<file path="src/rtl/core/command_frame_builder_core_assert.svh">
// Assertion macros shared by the command frame builder RTL.
// Included by the modules that check their own logic; no other dependencies.
`ifndef COMMAND_FRAME_BUILDER_CORE_ASSERT_SVH
`define COMMAND_FRAME_BUILDER_CORE_ASSERT_SVH

`ifndef SYNTHESIS
`define CFB_ASSERT_HOLDS(lbl, clk, rstn, cond) \
  lbl: assert property (@(posedge clk) disable iff (!rstn) (cond)) \
    else $error("cfb assertion failed");
`define CFB_ASSERT_NEXT(lbl, clk, rstn, ante, cons) \
  lbl: assert property (@(posedge clk) disable iff (!rstn) (ante) |=> (cons)) \
    else $error("cfb assertion failed");
`else
`define CFB_ASSERT_HOLDS(lbl, clk, rstn, cond)
`define CFB_ASSERT_NEXT(lbl, clk, rstn, ante, cons)
`endif

`endif

</file>
<file path="src/rtl/core/cfb_pkg.sv">
// Package for the command frame builder: frame constants, opcodes and types.
// No dependencies; used by the serializer, the top level and the testbench.
package cfb_pkg;

  localparam int HDR_LEN   = 25;
  localparam int FRAME_MAX = 29;
  localparam int CNT_W     = $clog2(FRAME_MAX + 1);

  localparam logic [8:0] MAX_PAYLOAD = 9'd256;

  localparam logic OP_HEADER  = 1'b0;
  localparam logic OP_PAYLOAD = 1'b1;

  typedef logic [FRAME_MAX-1:0][7:0] frame_bytes_t;
  typedef logic [CNT_W-1:0] byte_cnt_t;

  typedef struct packed {
    byte_cnt_t cnt;
    logic      end_flag;
  } load_ctl_t;

endpackage

</file>
<file path="src/rtl/core/cfb_if.sv">
// Valid/ready channel interfaces for the command frame builder.
// Depends on nothing but plain logic types.
interface cfb_in_if;
  logic        valid;
  logic        ready;
  logic        opcode;
  logic [31:0] command;
  logic [31:0] param_one;
  logic [31:0] param_two;
  logic [8:0]  payload_size;
  logic        has_payload;
  logic [7:0]  data_byte;

  modport source (output valid, opcode, command, param_one, param_two, payload_size,
                  has_payload, data_byte, input ready);
  modport sink (input valid, opcode, command, param_one, param_two, payload_size,
                has_payload, data_byte, output ready);
endinterface

interface cfb_out_if;
  logic       valid;
  logic       ready;
  logic [7:0] out_byte;
  logic       frame_end;

  modport source (output valid, out_byte, frame_end, input ready);
  modport sink (input valid, out_byte, frame_end, output ready);
endinterface

</file>
<file path="src/rtl/core/command_frame_builder_core.sv">
// Command frame builder top level. A header item yields 25 bytes (29 with an
// empty payload), a payload byte yields 1 or 5 bytes, one byte per cycle when not
// stalled, through the shift line and output register in cfb_serializer.
// The next item is taken in the cycle the last byte of the previous one moves on.
// Synchronous active-low reset clears payload state, the start byte and all valids.
`include "command_frame_builder_core_assert.svh"

module command_frame_builder_core (
  input  logic       clk,
  input  logic       rst_n,
  input  logic       cfg_we,
  input  logic [7:0] cfg_wdata,
  cfb_in_if.sink     in_ch,
  cfb_out_if.source  out_ch
);

  logic        hdr_accept;
  logic [7:0]  start_byte_r;
  logic        in_payload_r, in_payload_nxt;
  logic [8:0]  bytes_left_r, bytes_left_nxt;
  logic [31:0] payload_sum_r, payload_sum_nxt;

  logic                  can_load;
  logic                  accept;
  logic [8:0]            size_sat;
  logic [11:0]           hdr_sum;
  logic [31:0]           size_word;
  logic [31:0]           hdr_sum_word;
  logic [31:0]           sum_new;
  logic                  last_byte;
  cfb_pkg::load_ctl_t    load_ctl;
  cfb_pkg::frame_bytes_t load_bytes;

  function automatic logic [9:0] word_byte_sum(input logic [31:0] w);
    return {2'b00, w[31:24]} + {2'b00, w[23:16]} + {2'b00, w[15:8]} + {2'b00, w[7:0]};
  endfunction

  assign accept   = in_ch.valid && can_load;
  assign in_ch.ready = can_load;
  assign hdr_accept = accept && (in_ch.opcode == cfb_pkg::OP_HEADER);

  always_comb begin
    size_sat = (in_ch.payload_size > cfb_pkg::MAX_PAYLOAD) ? cfb_pkg::MAX_PAYLOAD
                                                            : in_ch.payload_size;
    size_word = {23'd0, size_sat};
    hdr_sum  = {2'b00, word_byte_sum(in_ch.command)} +
               {2'b00, word_byte_sum(in_ch.param_one)} +
               {2'b00, word_byte_sum(in_ch.param_two)} +
               {11'd0, size_sat[8]} + {4'd0, size_sat[7:0]};
    hdr_sum_word = {20'd0, hdr_sum};
    sum_new   = payload_sum_r + {24'd0, in_ch.data_byte};
    last_byte = (bytes_left_r == 9'd1);

    load_bytes      = '0;
    load_ctl        = '0;
    in_payload_nxt  = in_payload_r;
    bytes_left_nxt  = bytes_left_r;
    payload_sum_nxt = payload_sum_r;

    if (in_ch.opcode == cfb_pkg::OP_HEADER) begin
      load_bytes[0] = start_byte_r;
      for (int k = 0; k < 4; k++) begin
        load_bytes[1 + k]  = in_ch.command[8*(3-k) +: 8];
        load_bytes[5 + k]  = in_ch.param_one[8*(3-k) +: 8];
        load_bytes[9 + k]  = in_ch.param_two[8*(3-k) +: 8];
        load_bytes[13 + k] = size_word[8*(3-k) +: 8];
        load_bytes[21 + k] = hdr_sum_word[8*(3-k) +: 8];
      end
      if (in_ch.has_payload && (size_sat == 9'd0)) begin
        load_ctl.cnt = cfb_pkg::byte_cnt_t'(cfb_pkg::FRAME_MAX);
      end else begin
        load_ctl.cnt = cfb_pkg::byte_cnt_t'(cfb_pkg::HDR_LEN);
      end
      load_ctl.end_flag = !in_ch.has_payload || (size_sat == 9'd0);
      in_payload_nxt    = in_ch.has_payload && (size_sat != 9'd0);
      bytes_left_nxt    = in_ch.has_payload ? size_sat : 9'd0;
      payload_sum_nxt   = '0;
    end else if (in_payload_r) begin
      load_bytes[0] = in_ch.data_byte;
      for (int k = 0; k < 4; k++) begin
        load_bytes[1 + k] = sum_new[8*(3-k) +: 8];
      end
      load_ctl.cnt      = last_byte ? cfb_pkg::byte_cnt_t'(5) : cfb_pkg::byte_cnt_t'(1);
      load_ctl.end_flag = last_byte;
      bytes_left_nxt    = bytes_left_r - 9'd1;
      if (last_byte) begin
        in_payload_nxt  = 1'b0;
        payload_sum_nxt = '0;
      end else begin
        payload_sum_nxt = sum_new;
      end
    end
  end

  always_ff @(posedge clk) begin
    if (!rst_n) begin
      start_byte_r  <= '0;
      in_payload_r  <= 1'b0;
      bytes_left_r  <= '0;
      payload_sum_r <= '0;
    end else begin
      if (cfg_we) begin
        start_byte_r <= cfg_wdata;
      end
      if (accept) begin
        in_payload_r  <= in_payload_nxt;
        bytes_left_r  <= bytes_left_nxt;
        payload_sum_r <= payload_sum_nxt;
      end
    end
  end

  cfb_serializer u_ser (
    .clk        (clk),
    .rst_n      (rst_n),
    .load       (accept),
    .load_ctl   (load_ctl),
    .load_bytes (load_bytes),
    .can_load   (can_load),
    .out_ch     (out_ch)
  );

  `CFB_ASSERT_HOLDS(a_open_has_count, clk, rst_n, !in_payload_r || (bytes_left_r != 9'd0))
  `CFB_ASSERT_HOLDS(a_closed_sum_zero, clk, rst_n, in_payload_r || (payload_sum_r == 32'd0))
  `CFB_ASSERT_NEXT(a_header_closes_or_opens, clk, rst_n, hdr_accept, in_payload_r == $past(in_payload_nxt))

endmodule

</file>
<file path="src/rtl/core/cfb_serializer.sv">
// Byte serializer: a loadable shift line of frame bytes and the output register.
// Depends on cfb_pkg, cfb_out_if and the assertion macro header.
`include "command_frame_builder_core_assert.svh"

module cfb_serializer (
  input  logic                 clk,
  input  logic                 rst_n,
  input  logic                 load,
  input  cfb_pkg::load_ctl_t   load_ctl,
  input  cfb_pkg::frame_bytes_t load_bytes,
  output logic                 can_load,
  cfb_out_if.source            out_ch
);

  cfb_pkg::frame_bytes_t bytes_r, bytes_nxt;
  cfb_pkg::byte_cnt_t    cnt_r, cnt_nxt;
  logic                  end_r, end_nxt;
  logic                  out_valid_r, out_valid_nxt;
  logic [7:0]            out_byte_r, out_byte_nxt;
  logic                  out_end_r, out_end_nxt;
  logic                  advance;

  always_comb begin
    advance  = (cnt_r != '0) && (!out_valid_r || out_ch.ready);
    can_load = (cnt_r == '0) ||
               ((cnt_r == cfb_pkg::byte_cnt_t'(1)) && advance);

    bytes_nxt     = bytes_r;
    cnt_nxt       = cnt_r;
    end_nxt       = end_r;
    out_valid_nxt = out_valid_r;
    out_byte_nxt  = out_byte_r;
    out_end_nxt   = out_end_r;

    if (advance) begin
      out_valid_nxt = 1'b1;
      out_byte_nxt  = bytes_r[0];
      out_end_nxt   = end_r && (cnt_r == cfb_pkg::byte_cnt_t'(1));
      bytes_nxt     = cfb_pkg::frame_bytes_t'(bytes_r >> 8);
      cnt_nxt       = cnt_r - cfb_pkg::byte_cnt_t'(1);
    end else if (out_ch.ready) begin
      out_valid_nxt = 1'b0;
    end

    if (load) begin
      bytes_nxt = load_bytes;
      cnt_nxt   = load_ctl.cnt;
      end_nxt   = load_ctl.end_flag;
    end
  end

  always_ff @(posedge clk) begin
    if (!rst_n) begin
      cnt_r       <= '0;
      end_r       <= 1'b0;
      out_valid_r <= 1'b0;
    end else begin
      cnt_r       <= cnt_nxt;
      end_r       <= end_nxt;
      out_valid_r <= out_valid_nxt;
    end
  end

  always_ff @(posedge clk) begin
    bytes_r    <= bytes_nxt;
    out_byte_r <= out_byte_nxt;
    out_end_r  <= out_end_nxt;
  end

  assign out_ch.valid     = out_valid_r;
  assign out_ch.out_byte  = out_byte_r;
  assign out_ch.frame_end = out_end_r;

  `CFB_ASSERT_HOLDS(a_cnt_range, clk, rst_n, cnt_r <= cfb_pkg::byte_cnt_t'(cfb_pkg::FRAME_MAX))
  `CFB_ASSERT_HOLDS(a_load_when_free, clk, rst_n, !load || can_load)

endmodule

</file>
<file path="src/flat_wrapper.sv">
// flat-port wrapper written by rule: the top's interface ports become plain ports
module command_frame_builder_core_flat 
  (clk, rst_n, cfg_we, cfg_wdata, in_ch_valid, in_ch_opcode, in_ch_command, in_ch_param_one, in_ch_param_two, in_ch_payload_size, in_ch_has_payload, in_ch_data_byte, in_ch_ready, out_ch_valid, out_ch_out_byte, out_ch_frame_end, out_ch_ready);
  cfb_in_if in_ch_i ();
  cfb_out_if out_ch_i ();
  input  logic clk;
  input  logic rst_n;
  input  logic cfg_we;
  input  logic [7:0] cfg_wdata;
  input wire logic [$bits(in_ch_i.valid)-1:0] in_ch_valid;
  input wire logic [$bits(in_ch_i.opcode)-1:0] in_ch_opcode;
  input wire logic [$bits(in_ch_i.command)-1:0] in_ch_command;
  input wire logic [$bits(in_ch_i.param_one)-1:0] in_ch_param_one;
  input wire logic [$bits(in_ch_i.param_two)-1:0] in_ch_param_two;
  input wire logic [$bits(in_ch_i.payload_size)-1:0] in_ch_payload_size;
  input wire logic [$bits(in_ch_i.has_payload)-1:0] in_ch_has_payload;
  input wire logic [$bits(in_ch_i.data_byte)-1:0] in_ch_data_byte;
  output wire logic [$bits(in_ch_i.ready)-1:0] in_ch_ready;
  output wire logic [$bits(out_ch_i.valid)-1:0] out_ch_valid;
  output wire logic [$bits(out_ch_i.out_byte)-1:0] out_ch_out_byte;
  output wire logic [$bits(out_ch_i.frame_end)-1:0] out_ch_frame_end;
  input wire logic [$bits(out_ch_i.ready)-1:0] out_ch_ready;
  assign in_ch_i.valid = in_ch_valid;
  assign in_ch_i.opcode = in_ch_opcode;
  assign in_ch_i.command = in_ch_command;
  assign in_ch_i.param_one = in_ch_param_one;
  assign in_ch_i.param_two = in_ch_param_two;
  assign in_ch_i.payload_size = in_ch_payload_size;
  assign in_ch_i.has_payload = in_ch_has_payload;
  assign in_ch_i.data_byte = in_ch_data_byte;
  assign in_ch_ready = in_ch_i.ready;
  assign out_ch_valid = out_ch_i.valid;
  assign out_ch_out_byte = out_ch_i.out_byte;
  assign out_ch_frame_end = out_ch_i.frame_end;
  assign out_ch_i.ready = out_ch_ready;
  command_frame_builder_core u_core (.clk(clk), .rst_n(rst_n), .cfg_we(cfg_we), .cfg_wdata(cfg_wdata), .in_ch(in_ch_i), .out_ch(out_ch_i));
endmodule
</file>
<file path="config.mk">
export PLATFORM = sky130hd
export DESIGN_NAME = command_frame_builder_core_flat
export DESIGN_NICKNAME = d
export VERILOG_FILES = /design/src/rtl/core/cfb_pkg.sv /design/src/rtl/core/cfb_if.sv /design/src/rtl/core/command_frame_builder_core.sv /design/src/rtl/core/cfb_serializer.sv /design/src/flat_wrapper.sv
export VERILOG_INCLUDE_DIRS = /design/src /design/src/rtl/core
export SDC_FILE = /design/constraint.sdc
export NUM_CORES = 1
export LEC_CHECK = 0
export BUFFER_PORTS_ARGS = -buffer_cell sky130_fd_sc_hd__buf_2
export CORE_MARGIN = 2
export CORE_UTILIZATION = 39
export DETAILED_ROUTE_END_ITERATION = 12
export REMOVE_ABC_BUFFERS = 1
export SYNTH_ARGS = -nofsm -noshare
export SYNTH_HDL_FRONTEND = slang
export SYNTH_SLANG_ARGS = --single-unit
</file>
<file path="constraint.sdc">
create_clock -name clk -period 6.1 [get_ports clk]
set_input_delay 1.22 -clock clk [delete_from_list [all_inputs] [get_ports clk]]
set_output_delay 1.22 -clock clk [all_outputs]
set_load 0.05 [all_outputs]
</file>
==> flow_summary_export.csv <==
group,metric,value,unit
run_status,run_status,"completed",
timing,fmax,0.1663,GHz
hold_path,hold_class,"flop to flop",
route,first_pass_iters,5,
clock_network,numCtsBuffers,31,
route,route.detailed.vias_per_inst,5.417,
clock_network,ctsHtreeMaxLevel,1,
die,fp.coreArea,37840,um2
die,die_area,40130,um2
die,die_y,200.3,um
timing,setup_viol_count_final,0,
timing,maxSlewViolCount,0,
global_route,grt_max_degree,86,
global_route,grt_pass1_vias,11740,
final_layout,mostFrequentLayoutCells,"edfxtp_1, buf_2, inv_1, nand2_1, o21ai_0",
synth,syn_inst,1436,
clock_network,cts_tree,"built",
final_layout,final_common_cell,"edfxtp_1",
synth,ys_types,67,
final_layout,fillers,3573,
timing,fin_crit_sh,0.9860,
synth,seq_area_frac_synth,0.4721,
route,ant_nets,0,
placement,portBuffers,138,
route,drc,0,
flow_run,cap_violations,0,
synth,async_flop_share,0,
final_layout,antenna_cells,0,
pwr,power_density,725.9,nW/um2
worst_setup_path,critPathBufInv,5,
pwr,leakagePower,0.007821,uW
worst_setup_path,cp-start-kind,"input port",
clock_network,insertion_delay,0.58,ns
worst_setup_path,slowest_delay,0.58,ns
route,num_vias,11710,
clock_network,clockRootBuffer,"clkbuf_16",
final_layout,drive_gt1_frac,0.2079,
worst_setup_path,crit_top_cell,"inv_1",
die,rows,71,
clock_network,hold_buffers,0,
route,routed_wl,40850,um
global_route,antenna_found_initial,1,
route,dr.first_iter.drc_count,1039,
timing,hold_viol_final,0,
route,routedWlPerCell,18.90,um
worst_setup_path,path_cells,"buf_2, ha_2, fa_2, inv_1, fa_1, inv_1, ha_4, fa_2, buf_4, xor2_1, ha_1, o21a_1, o31a_1, or4_4, nand2_4, xor2_2, fa_1, inv_1, ha_4, a21oi_4, nand2b_1, o21a_1, xor2_1, a22o_1",
worst_setup_path,worstSetupPathType,"input port to flop",
placement,dp_hpwl,28810,um
pwr,irDropWorstVdd,0.9193,mV
synth,synth_edf_count,177,
worst_setup_path,worst_ep_arrival_time,6.34,ns
timing,period_needed,6.015,ns
placement,place_ws,-0.7922,ns
synth,yosys_warnings,0,
timing,relSlewSlack,0.1439,
die,ios,139,
global_route,grt_pass1_wl,64740,um
clock_network,ctsLongestPathBuffers,3,
die,initial_utilization,0.3972,
global_route,grtUsageTotal,0.1998,
timing,setup_slack,0.08548,ns
timing,tightest_slew,1.284,ns
synth,synth.ff_latch_count,266,
placement,place.gp.congestion,0.8707,
timing,whs,0.4205,ns
final_layout,fin_nets,1877,
worst_setup_path,cpMaxStageDelayCell,"or4_4",
worst_setup_path,cp.required,6.42,ns
final_layout,synthToLayoutAreaGrowth,20.60,%
global_route,grt.overflow.total,0,
worst_setup_path,crit_family,"adder cells",
die,die_w,200.3,um
worst_setup_path,cp_max_fo,3,
worst_setup_path,crit_path_end_kind,"flop",
clock_network,cts_sinks,266,
timing,clock_skew,0.01594,ns
synth,syn_area,15030,um2
synth,synthFlopType,"edfxtp_1",
clock_network,cts.clk_slew.worst_paths,0.06,ns
synth,syn_area_per_cell,10.47,um2
## final timing paths
| kind | startpoint | endpoint | slack, ns | cells past startpoint |
|---|---|---|---|---|
| min | u_core.u_ser.bytes_r[0] | u_core.u_ser.out_ch.out_byte[0] | 0.42 | 0 |
| max reg2reg | u_core.payload_sum_r[1] | u_core.u_ser.bytes_r[29] | 2.98 | 7 |
| max | in_ch_command[16] | u_core.u_ser.bytes_r[185] | 0.09 | 24 |
| min reg2reg | u_core.u_ser.bytes_r[0] | u_core.u_ser.out_ch.out_byte[0] | 0.42 | 0 |
## state kept, by name, summed over array words and instances, names as in the netlist
register,cells
u_core.bytes_left_r,9
u_core.u_ser.out_ch.out_byte,8
u_core.u_ser.cnt_r,5
u_core.u_ser.bytes_r,200
u_core.payload_sum_r,32
u_core.start_byte_r,8
u_core.in_payload_r,1
u_core.u_ser.out_ch.frame_end,1
u_core.u_ser.end_r,1
u_core.u_ser.out_ch.valid,1
## cell families (layout without fill, tap and decap cells)
logic type      count (synthesis)  in the layout  synth area share
compound gates                395            395            0.1799
fa+ha+maj                     124            124            0.1237
mux                            11             11          0.007324
buf+inv                       210            424           0.05443
simple gates                  354            354            0.1184
xor+xnor                       76             76           0.04428
flops                         266            266            0.4721
## power by group
group	switching [uW]	internal [uW]	leakage (uW)	total (uW)
Combinational	4290	3560	0.00469	7850
Clock	781	1240	0.000537	2020
Sequential	238	3060	0.00259	3290
## stage by stage
step,TNS [ns],std cells,area (um2),utilization,power (uW)
final,0,2161,18130,0.4791,13160
after global routing,-0.1836,2161,18130,0.4791,14050
after floorplan,-241.19,1362,14730,-,7818
after detailed placement,-3.704,2099,16750,0.4426,10190
after global placement,-2.619,2099,16750,0.4426,10010
after CTS,0,2157,17890,0.4727,12450
## routing by layer
metal | global-route usage | share of wire
met1 | 0.2888 | 0.47
met4 | 0.06270 | 0.027
met2 | 0.3093 | 0.44
met3 | 0.02896 | 0.055
met5 | 0 | 0
## synthesized netlist by cell type (4+ instances only)
library cell | count | area share
edfxtp_1 | 177 | 0.35
inv_1 | 135 | 0.034
nand2_1 | 118 | 0.029
o21ai_0 | 107 | 0.036
dfxtp_1 | 89 | 0.12
ha_1 | 83 | 0.069
a22o_1 | 73 | 0.043
nor2_1 | 68 | 0.017
a21oi_1 | 61 | 0.020
and3_1 | 55 | 0.023
clkbuf_1 | 43 | 0.011
xnor2_1 | 43 | 0.025
fa_1 | 41 | 0.055
a22oi_1 | 39 | 0.019
xor2_1 | 33 | 0.019
nor3_1 | 24 | 0.0080
a21o_1 | 23 | 0.011
nand3_1 | 21 | 0.0070
buf_2 | 20 | 0.0067
nor2b_1 | 14 | 0.0058
mux2i_1 | 11 | 0.0073
nor4_1 | 11 | 0.0046
o211ai_1 | 10 | 0.0050
o41ai_1 | 10 | 0.0058
buf_1 | 9 | 0.0022
o31ai_1 | 8 | 0.0040
a31oi_1 | 7 | 0.0029
nand4_1 | 7 | 0.0029
o21bai_1 | 7 | 0.0035
o311ai_0 | 7 | 0.0041
a221oi_1 | 6 | 0.0035
nand2b_1 | 6 | 0.0025
o21a_1 | 5 | 0.0025
a222oi_1 | 4 | 0.0027
o22ai_1 | 4 | 0.0017
or4_1 | 4 | 0.0020
## cell type report
cell class                      count  area [um2]  share of cell area
Multi-Input combinational cell    960        7377              0.4069
Sequential cell                   266        7097              0.3914
Timing Repair Buffer              230        1398             0.07709
Clock buffer                       35       800.8             0.04417
Tap cell                          511       639.4             0.03527
Inverter                          136       515.5             0.02843
Clock inverter                     23       302.8             0.01670
## repair_timing
| action | in CTS | in global routing |
|---|---|---|
| buffers inserted | 0 | 4 |
| endpoints found under the setup margin | 4 | 5 |
| resized for setup | 11 | 49 |
| pin swaps | 3 | 21 |
## worst reg2reg max path: cells and delay by family (launching register included)
kind                       cells  cell delay, ns
AOI/OAI and AO/OA              4            1.71
DFF                            1            0.38
adders and majority gates      1            0.27
and+or+nand+nor                1            0.23
xor gates and xnor gates       1            0.27
No activity file was read; power rests on OpenSTA's default activity.
